$ cat src/rtl/core/assert_macros.svh
// Assertion macros shared by the RTL of the image header validator.
// Needs a clock named clk and an active-low reset named arst_n in scope.
`ifndef ASSERT_MACROS_SVH
`define ASSERT_MACROS_SVH

// check prop on every rising clk edge outside reset
`define AIHV_ASSERT(label, prop, msg) \
	label: assert property (@(posedge clk) disable iff (!arst_n) (prop)) else $error(msg);

// check that a condition never holds outside reset
`define AIHV_NEVER(label, cond, msg) \
	label: assert property (@(posedge clk) disable iff (!arst_n) !(cond)) else $error(msg);

`endif

$ cat src/rtl/core/aihv_pkg.sv
// Package of the image header validator: constants, codes, shared types.
// Depends on nothing; used by the parser, the top level and the testbench.
`timescale 1ns / 1ps

package aihv_pkg;

	localparam int MAX_ENTRIES = 128;
	localparam logic [31:0] IMAGE_MAGIC = 32'h3153_4652;
	localparam logic [31:0] HEADER_BYTES = 32'd8;
	localparam logic [31:0] RECORD_BYTES = 32'd12;
	localparam logic [15:0] PATH_LIMIT = 16'd255;

	typedef enum logic [2:0] {
		ERR_OK      = 3'd0,
		ERR_SMALL   = 3'd1,
		ERR_MAGIC   = 3'd2,
		ERR_COUNT   = 3'd3,
		ERR_RECORD  = 3'd4,
		ERR_PATH    = 3'd5,
		ERR_DATA    = 3'd6
	} aihv_err_t;

	typedef enum logic [2:0] {
		PH_IDLE,
		PH_HEADER,
		PH_RECORD,
		PH_PATH,
		PH_DONE
	} aihv_phase_t;

	typedef struct packed {
		logic [7:0] data_byte;
		logic       first_byte;
	} aihv_item_t;

	typedef struct packed {
		logic       emit;
		logic       image_ok;
		logic [2:0] error_kind;
		logic [7:0] entry_count;
		logic [6:0] bad_entry;
	} aihv_verdict_t;

	function automatic logic in_image(logic [31:0] offset, logic [31:0] length,
		logic [31:0] size);
		return (offset <= size) && (length <= (size - offset));
	endfunction

endpackage

$ cat src/rtl/core/aihv_channels.sv
// Valid/ready channel interfaces for image bytes and verdicts.
// Depends on nothing beyond plain logic types.
`timescale 1ns / 1ps

interface aihv_byte_if;
	logic       valid;
	logic       ready;
	logic [7:0] data_byte;
	logic       first_byte;

	modport source (output valid, output data_byte, output first_byte, input ready);
	modport sink (input valid, input data_byte, input first_byte, output ready);
endinterface

interface aihv_verdict_if;
	logic       valid;
	logic       ready;
	logic       image_ok;
	logic [2:0] error_kind;
	logic [7:0] entry_count;
	logic [6:0] bad_entry;

	modport source (output valid, output image_ok, output error_kind, output entry_count,
		output bad_entry, input ready);
	modport sink (input valid, input image_ok, input error_kind, input entry_count,
		input bad_entry, output ready);
endinterface

$ cat src/rtl/core/aihv_parser.sv
// Header and entry-table parser: parse state, field capture and range checks.
// Depends on aihv_pkg; processes one byte per cycle when go is high.
`timescale 1ns / 1ps

module aihv_parser (
	input  logic                   clk,
	input  logic                   arst_n,
	input  logic                   go,
	input  aihv_pkg::aihv_item_t   item,
	input  logic [31:0]            image_size,
	output aihv_pkg::aihv_verdict_t verdict
);
	import aihv_pkg::*;

	aihv_phase_t phase_q, phase_d;
	logic [3:0]  bif_q, bif_d;
	logic [31:0] cursor_q, cursor_d;
	logic [31:0] shift_q, shift_d;
	logic [7:0]  declared_q, declared_d;
	logic [7:0]  checked_q, checked_d;
	logic [15:0] plen_q, plen_d;
	logic [31:0] doff_q, doff_d;
	logic [7:0]  left_q, left_d;

	logic      emit;
	aihv_err_t kind;

	always_comb begin
		logic        active;
		logic [3:0]  bif;
		logic [31:0] cur;
		logic [31:0] ws;
		logic [7:0]  decl;
		logic [7:0]  chk;
		logic [15:0] plen;
		logic [31:0] doff;
		logic [7:0]  left;

		emit = 1'b0;
		kind = ERR_OK;
		bif  = bif_q;
		cur  = cursor_q;
		ws   = shift_q;
		decl = declared_q;
		chk  = checked_q;
		plen = plen_q;
		doff = doff_q;
		left = left_q;
		active = 1'b0;

		if (go) begin
			if (item.first_byte) begin
				bif  = '0;
				cur  = '0;
				ws   = '0;
				decl = '0;
				chk  = '0;
				plen = '0;
				doff = '0;
				left = '0;
				if (image_size < HEADER_BYTES) begin
					emit = 1'b1;
					kind = ERR_SMALL;
				end else begin
					active = 1'b1;
				end
			end else begin
				active = (phase_q == PH_HEADER) || (phase_q == PH_RECORD)
					|| (phase_q == PH_PATH);
			end
		end

		if (active) begin
			ws  = {item.data_byte, ws[31:8]};
			cur = cur + 32'd1;
			case (item.first_byte ? PH_HEADER : phase_q)
				PH_HEADER: begin
					if (bif == 4'd3 && ws != IMAGE_MAGIC) begin
						emit = 1'b1;
						kind = ERR_MAGIC;
					end else if (bif == 4'd7) begin
						if (ws == 32'd0 || ws > 32'(MAX_ENTRIES)) begin
							emit = 1'b1;
							kind = ERR_COUNT;
						end else begin
							decl = ws[7:0];
							chk  = '0;
							bif  = '0;
							if (!in_image(cur, RECORD_BYTES, image_size)) begin
								emit = 1'b1;
								kind = ERR_RECORD;
							end
						end
					end else begin
						bif = bif + 4'd1;
					end
				end
				PH_RECORD: begin
					if (bif == 4'd1)
						plen = ws[31:16];
					if (bif == 4'd7)
						doff = ws;
					if (bif == 4'd11) begin
						if (plen == 16'd0 || plen > PATH_LIMIT
							|| !in_image(cur, {16'd0, plen}, image_size)) begin
							emit = 1'b1;
							kind = ERR_PATH;
						end else if (!in_image(doff, ws, image_size)) begin
							emit = 1'b1;
							kind = ERR_DATA;
						end else begin
							left = plen[7:0];
						end
					end else begin
						bif = bif + 4'd1;
					end
				end
				PH_PATH: begin
					left = left - 8'd1;
					if (left == 8'd0) begin
						chk = chk + 8'd1;
						if (chk >= decl) begin
							emit = 1'b1;
							kind = ERR_OK;
						end else begin
							bif = '0;
							if (!in_image(cur, RECORD_BYTES, image_size)) begin
								emit = 1'b1;
								kind = ERR_RECORD;
							end
						end
					end
				end
				default: begin
				end
			endcase
		end

		bif_d      = bif;
		cursor_d   = cur;
		shift_d    = ws;
		declared_d = decl;
		checked_d  = chk;
		plen_d     = plen;
		doff_d     = doff;
		left_d     = left;
	end

	always_comb begin
		phase_d = phase_q;
		if (go) begin
			if (emit) begin
				phase_d = PH_DONE;
			end else if (item.first_byte) begin
				phase_d = PH_HEADER;
			end else begin
				case (phase_q)
					PH_HEADER: begin
						if (bif_q == 4'd7)
							phase_d = PH_RECORD;
					end
					PH_RECORD: begin
						if (bif_q == 4'd11)
							phase_d = PH_PATH;
					end
					PH_PATH: begin
						if (left_q == 8'd1)
							phase_d = PH_RECORD;
					end
					default: phase_d = phase_q;
				endcase
			end
		end
	end

	always_comb begin
		verdict.emit        = emit;
		verdict.image_ok    = (kind == ERR_OK);
		verdict.error_kind  = kind;
		verdict.entry_count = (kind == ERR_OK) ? declared_d : 8'd0;
		verdict.bad_entry   = (kind == ERR_RECORD || kind == ERR_PATH || kind == ERR_DATA)
			? checked_d[6:0] : 7'd0;
	end

	always_ff @(posedge clk or negedge arst_n) begin
		if (!arst_n) begin
			phase_q    <= PH_IDLE;
			bif_q      <= '0;
			cursor_q   <= '0;
			shift_q    <= '0;
			declared_q <= '0;
			checked_q  <= '0;
			plen_q     <= '0;
			doff_q     <= '0;
			left_q     <= '0;
		end else if (go) begin
			phase_q    <= phase_d;
			bif_q      <= bif_d;
			cursor_q   <= cursor_d;
			shift_q    <= shift_d;
			declared_q <= declared_d;
			checked_q  <= checked_d;
			plen_q     <= plen_d;
			doff_q     <= doff_d;
			left_q     <= left_d;
		end
	end

endmodule

$ cat src/rtl/core/archive_image_header_validator_unit.sv
// Image header validator top: a byte goes from its transfer through the input register,
// the single-pass parser and the verdict register to its verdict transfer. One byte per
// cycle while the verdict output is not stalled; at most one verdict per image.
// arst_n clears the parse state, both stage valids and image_size to zero.
// Depends on aihv_pkg, aihv_channels, aihv_parser and assert_macros.svh.
`timescale 1ns / 1ps
`include "assert_macros.svh"

module archive_image_header_validator_unit (
	input  logic        clk,
	input  logic        arst_n,
	aihv_byte_if.sink   byte_ch,
	aihv_verdict_if.source verdict_ch,
	input  logic        cfg_wr_en,
	input  logic [31:0] cfg_wr_data
);
	import aihv_pkg::*;

	logic          valid_s1;
	aihv_item_t    item_s1;
	logic          out_valid_q;
	aihv_verdict_t out_q;
	logic [31:0]   image_size_q;
	logic          advance;
	logic          go;
	aihv_verdict_t verdict;
	logic          ok_fields;

	assign advance      = !out_valid_q || verdict_ch.ready;
	assign byte_ch.ready = !valid_s1 || advance;
	assign go           = valid_s1 && advance;

	always_ff @(posedge clk or negedge arst_n) begin
		if (!arst_n) begin
			image_size_q <= '0;
		end else if (cfg_wr_en) begin
			image_size_q <= cfg_wr_data;
		end
	end

	always_ff @(posedge clk or negedge arst_n) begin
		if (!arst_n) begin
			valid_s1 <= 1'b0;
		end else if (byte_ch.valid && byte_ch.ready) begin
			valid_s1 <= 1'b1;
		end else if (advance) begin
			valid_s1 <= 1'b0;
		end
	end

	always_ff @(posedge clk) begin
		if (byte_ch.valid && byte_ch.ready) begin
			item_s1.data_byte  <= byte_ch.data_byte;
			item_s1.first_byte <= byte_ch.first_byte;
		end
	end

	aihv_parser u_parser (
		.clk        (clk),
		.arst_n     (arst_n),
		.go         (go),
		.item       (item_s1),
		.image_size (image_size_q),
		.verdict    (verdict)
	);

	always_ff @(posedge clk or negedge arst_n) begin
		if (!arst_n) begin
			out_valid_q <= 1'b0;
		end else if (advance) begin
			out_valid_q <= go && verdict.emit;
		end
	end

	always_ff @(posedge clk) begin
		if (go && verdict.emit) begin
			out_q <= verdict;
		end
	end

	assign verdict_ch.valid       = out_valid_q;
	assign verdict_ch.image_ok    = out_q.image_ok;
	assign verdict_ch.error_kind  = out_q.error_kind;
	assign verdict_ch.entry_count = out_q.entry_count;
	assign verdict_ch.bad_entry   = out_q.bad_entry;

	assign ok_fields = out_q.entry_count != 8'd0 && out_q.bad_entry == 7'd0
		&& out_q.error_kind == ERR_OK;

	`AIHV_ASSERT(a_emit_reaches_out, go && verdict.emit |=> out_valid_q, "verdict dropped")
	`AIHV_ASSERT(a_ok_fields, out_valid_q && out_q.image_ok |-> ok_fields, "bad ok verdict")
	`AIHV_NEVER(a_stall_only_full, !byte_ch.ready && !(valid_s1 && out_valid_q), "early stall")

endmodule

$ cat src/flat_wrapper.sv
// flat-port wrapper written by rule: the top's interface ports become plain ports
module archive_image_header_validator_unit_flat import aihv_pkg::*;
  (clk, arst_n, cfg_wr_en, cfg_wr_data, byte_ch_valid, byte_ch_data_byte, byte_ch_first_byte, byte_ch_ready, verdict_ch_valid, verdict_ch_image_ok, verdict_ch_error_kind, verdict_ch_entry_count, verdict_ch_bad_entry, verdict_ch_ready);
  aihv_byte_if byte_ch_i ();
  aihv_verdict_if verdict_ch_i ();
  input  logic clk;
  input  logic arst_n;
  input  logic cfg_wr_en;
  input  logic [31:0] cfg_wr_data;
  input wire logic [$bits(byte_ch_i.valid)-1:0] byte_ch_valid;
  input wire logic [$bits(byte_ch_i.data_byte)-1:0] byte_ch_data_byte;
  input wire logic [$bits(byte_ch_i.first_byte)-1:0] byte_ch_first_byte;
  output wire logic [$bits(byte_ch_i.ready)-1:0] byte_ch_ready;
  output wire logic [$bits(verdict_ch_i.valid)-1:0] verdict_ch_valid;
  output wire logic [$bits(verdict_ch_i.image_ok)-1:0] verdict_ch_image_ok;
  output wire logic [$bits(verdict_ch_i.error_kind)-1:0] verdict_ch_error_kind;
  output wire logic [$bits(verdict_ch_i.entry_count)-1:0] verdict_ch_entry_count;
  output wire logic [$bits(verdict_ch_i.bad_entry)-1:0] verdict_ch_bad_entry;
  input wire logic [$bits(verdict_ch_i.ready)-1:0] verdict_ch_ready;
  assign byte_ch_i.valid = byte_ch_valid;
  assign byte_ch_i.data_byte = byte_ch_data_byte;
  assign byte_ch_i.first_byte = byte_ch_first_byte;
  assign byte_ch_ready = byte_ch_i.ready;
  assign verdict_ch_valid = verdict_ch_i.valid;
  assign verdict_ch_image_ok = verdict_ch_i.image_ok;
  assign verdict_ch_error_kind = verdict_ch_i.error_kind;
  assign verdict_ch_entry_count = verdict_ch_i.entry_count;
  assign verdict_ch_bad_entry = verdict_ch_i.bad_entry;
  assign verdict_ch_i.ready = verdict_ch_ready;
  archive_image_header_validator_unit u_core (.clk(clk), .arst_n(arst_n), .byte_ch(byte_ch_i), .verdict_ch(verdict_ch_i), .cfg_wr_en(cfg_wr_en), .cfg_wr_data(cfg_wr_data));
endmodule
$ cat config.mk
export PLATFORM = sky130hd
export DESIGN_NAME = archive_image_header_validator_unit_flat
export DESIGN_NICKNAME = d
export VERILOG_FILES = /design/src/rtl/core/aihv_pkg.sv /design/src/rtl/core/aihv_channels.sv /design/src/rtl/core/aihv_parser.sv /design/src/rtl/core/archive_image_header_validator_unit.sv /design/src/flat_wrapper.sv
export VERILOG_INCLUDE_DIRS = /design/src /design/src/rtl/core
export SDC_FILE = /design/constraint.sdc
export NUM_CORES = 1
export LEC_CHECK = 0
export BUFFER_PORTS_ARGS = -buffer_cell sky130_fd_sc_hd__buf_4
export CORE_AREA = 2 2 213 152
export CTS_CLUSTER_SIZE = 8
export DETAILED_ROUTE_END_ITERATION = 7
export DIE_AREA = 0 0 215 154
export GPL_ROUTABILITY_DRIVEN = 0
export PLACE_DENSITY = 0.66
export SLEW_MARGIN = 10
export SYNTH_ARGS = -nofsm -noshare
export SYNTH_HDL_FRONTEND = slang
export SYNTH_HIERARCHICAL = 1
export SYNTH_SLANG_ARGS = --single-unit
$ cat constraint.sdc
create_clock -name clk -period 11.4 [get_ports clk]
set_clock_uncertainty 0.05 [all_clocks]
set_input_delay 1.71 -clock clk [delete_from_list [all_inputs] [get_ports clk]]
set_output_delay 1.71 -clock clk [all_outputs]
set_load 0.005 [all_outputs]
==> impl_metrics.ini, run 1 <==
[worst_setup_path]
crit_buf_inv = 3
end_kind = register
start_kind = input port
cp_top_family = compound AO/OA/AOI/OAI gates
critical_path_class = input port to register
path_max_fanout = 32
startpoint = verdict_ch_ready
cp.required_ps = 11550
cpMaxStageDelayCell = a221oi_1
rr_startpoint = u_core/verdict_ch.valid
cp.arrival_ps = 10370
slowest_delay_ps = 900

[die]
die_x_um = 215
rows = 54
top_level_ports = 67
die_height_um = 154
core_area_sq_um = 30900
start_util_pct = 49.7
dieArea_sq_um = 33100

[timing]
holdWs_ps = 428
final-setup-viol-count = 0
relSlewSlack_pct = 27.2
timing.final.crit_share_pct = 89.7
fin_crit_ps = 10220
max_clock_freq_ghz = 0.0978
worstMarginPinSlew_ps = 1090
rsz0062_at_grt = no
setup_tns_ps = 0
maxSlewViolCount = 0
hold_viol_final = 0

[pwr]
vdd_drop_max_mv = 0.104
powerDensity_nw_per_um2 = 155
p_leak_nw = 7.34

[finish]
final_core_utilization_pct = 54.4
layout.nets = 2000
drive_gt1_share_pct = 10.2
areaGrowthSynthToFinish_pct = 9.32

[global_routing]
grt_pass1_vias = 13008
grt_max_degree = 66
gr-usage-all-layers_pct = 29.3
grt_pass1_wl_um = 75100
grt-ovfl-total = 0
antenna_found_initial = 1

[clock_network]
cts_sinks = 197
insertion_delay_ps = 470
cts_tree = done
cts-buffers-inserted = 17
postCtsResizedCells = 0
clk_path_buf_depth = 2
cts_setup_buffers = 0
hold_buffers = 0
htree_levels = 4
root_buffer = clkbuf_16
clk_pin_slew_ps = 70

[detailed_routing]
drt_iter0_drc = 1774
final_antenna_net_count = 0
wl_per_cell_um = 21.3
dr.pass1.iters = 8
drcViolationCount = 0
routed_via_density = 6.21
wirelength_um = 48200
vias = 14023

[synth]
syn_inst = 1804
async_reset_ff_share_pct = 85.8
synth_seq_cells = 197
synth_cell_types = 86
yosysSeqAreaShare_pct = 32.9
synth_ff_type = dfrtp_1
ys.warnings.count = 6
syn_avg_cell_area_sq_um = 8.53
syn_area_sq_um = 15400
syn-num-nets = 1979
synth_edf_count = 28

[placement]
io_buffers = 66
dpl.hpwl_um = 36400

[status]
status = finished clean

[min_path]
worstHoldStart = u_core/u_parser/doff_q[26]
worstHoldPathType = register to register

[job]
drv_cap = 0
## worst register-to-register path: cells and delay by family, from the launching register on
kind            cells  cell delay [ps]
flops               1              460
buf+inv             3              740
fa+ha+maj           3              770
compound gates     20             5190
xor+xnor            1              180
simple gates        9             1690
## stage by stage
step / cells / setup slack [ps] / instance area (sq um) / power, mW
CTS: 2258 / 1480 / 16800 / 2.59
global route: 2258 / 655 / 16800 / 2.76
finish: 2259 / 1180 / 16800 / 2.61
global placement: 2226 / 1170 / 16200 / 1.93
floorplan: 1804 / 584 / 15400 / 1.62
detailed placement: 2226 / 1010 / 16200 / 1.95
## layout by cell type (no fill, tap or decap), types with 21 or more instances in the layout
cell      netlist  routed
nor4_1         21      21
xnor2_1        50      50
ha_1          127     127
o21bai_1       25      25
nand3_1        50      50
buf_4           1      86
nand4_1        38      38
a21o_1         67      67
xor2_1         65      65
dfrtp_1       169     169
nor2_1        116     115
inv_1          45      45
a21oi_1       141     141
mux2_4         31      31
o21ai_0       121     120
and3_1         26      26
edfxtp_1       28      28
and2_1         38      37
nand2_1       282     281
nor3_1         32      31
## per-layer routing
layer / share of wire [%] / global-route usage [%] / wire length [um]
met1: 47 / 43.3 / 22500
met2: 40 / 40.4 / 19400
met3: 11 / 8.64 / 5080
met4: 2.6 / 9.59 / 1270
met5: 0 / 0 / 0
## flip-flops by register name, indices dropped and copies added (netlist names)
signal and count:
u_core/u_parser/checked_q 8, u_core/verdict_ch.entry_count 8, u_core/u_parser/plen_q 16, u_core/u_parser/shift_q 24
u_core/u_parser/bif_q 4, u_core/u_parser/phase_q 3, u_core/image_size_q 32, u_core/verdict_ch.error_kind 3
u_core/u_parser/cursor_q 32, u_core/u_parser/declared_q 8, u_core/verdict_ch.bad_entry 7, u_core/valid_s1 1
u_core/u_parser/doff_q 32, u_core/u_parser/left_q 8, u_core/item_s1 9, u_core/verdict_ch.image_ok 1
u_core/verdict_ch.valid 1
## final timing paths
| check | to | slack (ps) | cells after the start |
|---|---|---|---|
| worst min-delay path | u_core/u_parser/doff_q[26] | 430 | 2 |
| min in group asynchronous | u_core/u_parser/left_q[3] | 1130 | 1 |
| worst max register to register | u_core/verdict_ch.bad_entry[0] | 2060 | 36 |
| worst max-delay path | u_core/verdict_ch.bad_entry[0] | 1180 | 36 |
| worst min register to register | u_core/u_parser/doff_q[26] | 430 | 2 |
| max in group asynchronous | u_core/u_parser/cursor_q[23] | 8940 | 2 |
## logic make-up after synthesis
family,share of synthesized area [%]
buffers and inverters,3.68
adder cells (fa/ha/maj),10.6
XOR/XNOR,6.54
multiplexers,3.56
AND/OR/NAND/NOR,21.9
AO/OA/AOI/OAI,20.8
flip-flops,32.9
## power by group
part           total (mW)  switching (mW)  internal (mW)
registers           0.965           0.173          0.792
clock network       0.635           0.309          0.326
logic                1.01           0.606          0.408
total                2.61            1.09           1.53
## synth_stat cells (6+ instances only)
cell type | count | area (sq um)
nor3_1 | 32 | 160
nor4_1 | 21 | 131
nand4_1 | 38 | 238
o31ai_1 | 9 | 67.6
inv_1 | 45 | 169
clkbuf_1 | 68 | 255
dfrtp_1 | 169 | 4230
a211o_1 | 7 | 61.3
and4_1 | 6 | 52.6
nor2b_2 | 8 | 70.1
o21ai_0 | 121 | 606
xnor2_1 | 50 | 438
and2_1 | 38 | 238
a22o_1 | 16 | 140
a211oi_1 | 11 | 82.6
nor2_1 | 116 | 435
o21bai_1 | 25 | 188
mux2i_1 | 6 | 60.1
nand2b_1 | 18 | 113
edfxtp_1 | 28 | 841
or2_2 | 7 | 43.8
a21oi_1 | 141 | 706
a32o_1 | 6 | 60.1
nand3_1 | 50 | 250
or3_1 | 10 | 62.6
ha_1 | 127 | 1590
nor2b_1 | 19 | 119
mux2_4 | 31 | 465
a21o_1 | 67 | 503
o21a_1 | 19 | 143
nand2_1 | 282 | 1060
a31oi_1 | 7 | 43.8
and3_1 | 26 | 163
o211ai_1 | 6 | 45.0
xor2_1 | 65 | 569
## area by class of cell
| type | count | area [sq um] |
|---|---|---|
| fillers | 2889 | 14100 |
| multi-input cells | 1476 | 9800 |
| flip-flops and latches | 197 | 5070 |
| repair buffers | 87 | 657 |
| well taps | 420 | 526 |
| clock buffers | 19 | 454 |
| inverters | 46 | 173 |
| clock inverters | 13 | 148 |
| diodes | 1 | 2.50 |
No activity file was read; power rests on OpenSTA's default activity.
==> run 2: changes to the inputs <==
--- a/config.mk
+++ b/config.mk
@@ -13,6 +13,7 @@
 export DIE_AREA = 0 0 215 154
 export GPL_ROUTABILITY_DRIVEN = 0
 export PLACE_DENSITY = 0.66
+export REMOVE_ABC_BUFFERS = 1
 export SLEW_MARGIN = 10
 export SYNTH_ARGS = -nofsm -noshare
 export SYNTH_HDL_FRONTEND = slang
==> impl_metrics.ini, run 2 (same netlist as run 1, synthesis figures left out) <==
[clock_network]
clk_path_buf_depth = 2
root_buffer = clkbuf_16
cts_sinks = 197
cts_setup_buffers = 0
cts_tree = done
postCtsResizedCells = 0
insertion_delay_ps = 450
cts-buffers-inserted = 17
htree_levels = 4
clk_pin_slew_ps = 70
hold_buffers = 0

[finish]
reg.largest.list = u_core/image_size_q: 32 flops, u_core/u_parser/cursor_q: 32 flops, u_core/u_parser/doff_q: 32 flops
antenna_cells = 0
final_cell_mix = 281 x nand2_1, 169 x dfrtp_1, 141 x a21oi_1
layout.nets = 2000
drive_gt1_share_pct = 10.0
layout_commonest_cell = nand2_1
areaGrowthSynthToFinish_pct = 9.12

[global_routing]
gr-usage-all-layers_pct = 28.5
grt_pass1_vias = 13336
grt_max_degree = 64
grt_pass1_wl_um = 75100
antenna_found_initial = 0
grt-ovfl-total = 0

[timing]
rsz0062_at_grt = no
final-setup-viol-count = 0
worstMarginPinSlew_ps = 1070
maxSlewViolCount = 0
holdWs_ps = 426
hold_viol_final = 0
max_clock_freq_ghz = 0.104
timing.final.crit_share_pct = 84.6
fin_crit_ps = 9640
relSlewSlack_pct = 27.5
fin_ws_ps = 1760

[detailed_routing]
drcViolationCount = 0
wl_per_cell_um = 20.6
wirelength_um = 46400
vias = 14028
drt_iter0_drc = 1617
final_antenna_net_count = 0
dr.pass1.iters = 8
routed_via_density = 6.22

[pwr]
finalPower_mw = 2.59
powerDensity_nw_per_um2 = 154
p_leak_nw = 7.32
vdd_drop_max_mv = 0.108

[die]
die_height_um = 154
rows = 54
die_x_um = 215
top_level_ports = 67
start_util_pct = 49.7
dieArea_sq_um = 33100
core_area_sq_um = 30900

[job]
drv_cap = 0

[status]
status = finished clean

[worst_setup_path]
cpMaxStageDelayCell = o31ai_1
critical_path_class = input port to register
cp.arrival_ps = 9780
start_kind = input port
path_max_fanout = 19
end_kind = register
slowest_delay_ps = 500
crit_top_cell = buf_4
cp.required_ps = 11540

[placement]
dpl.hpwl_um = 34800
io_buffers = 66
pre_cts_ws_ps = 1430

[min_path]
worstHoldPathType = register to register
[run 2: final cells by class]
| cell class | instances | area, sq um |
|---|---|---|
| fill | 2906 | 14100 |
| multi-input combinational | 1476 | 9800 |
| sequential | 197 | 5070 |
| timing repair buffer | 87 | 657 |
| tap | 420 | 526 |
| clock buffer | 25 | 505 |
| inverter | 46 | 173 |
| clock inverter | 6 | 68.8 |
[run 2: stage by stage]
step           setup TNS, ps  utilization (%)  std cells  area (sq um)
2_1_floorplan         -37970                -       1719         15000
3_3_place_gp               0             52.4       2226         16200
5_1_grt                    0             54.3       2257         16800
3_5_place_dp               0             52.4       2226         16200
4_1_cts                    0             54.3       2257         16800
6_report                   0             54.3       2257         16800
[run 2: worst paths after layout]
check / endpoint / slack, ps / depth (start not counted) / start
setup / recovery: u_core/verdict_ch.entry_count[5] / 1760 / 37 / verdict_ch_ready
setup reg to reg: u_core/verdict_ch.entry_count[5] / 2730 / 35 / u_core/item_s1[0]
hold / removal: u_core/u_parser/doff_q[25] / 430 / 2 / u_core/u_parser/doff_q[25]
max in group asynchronous: u_core/u_parser/doff_q[23] / 8930 / 2 / arst_n
hold reg to reg: u_core/u_parser/doff_q[25] / 430 / 2 / u_core/u_parser/doff_q[25]
min in group asynchronous: u_core/u_parser/declared_q[2] / 1120 / 1 / arst_n
[run 2: power by group]
part	switching [mW]	leakage, nW	internal [mW]
Combinational	0.631	4.56	0.412
Clock	0.270	0.280	0.330
Sequential	0.151	2.48	0.793
Total	1.05	7.32	1.54
[run 2: critical path: cells and delay by family]
family / cells / cell delay [ps]
AND/OR/NAND/NOR: 10 / 2060
buffers and inverters: 4 / 790
adder cells (fa/ha/maj): 3 / 780
AO/OA/AOI/OAI: 19 / 4270
XOR/XNOR: 1 / 170
[run 2: metal layers]
| layer | vias up | wire length, um | track usage, % | part of all wire, % |
|---|---|---|---|---|
| met1 | 6843 | 22700 | 44.1 | 49 |
| met5 | - | 0 | 0 | 0 |
| met4 | 0 | 569 | 6.27 | 1.2 |
| li1 | 6520 | - | - | - |
| met2 | 622 | 18900 | 40.1 | 41 |
| met3 | 43 | 4230 | 6.19 | 9.1 |
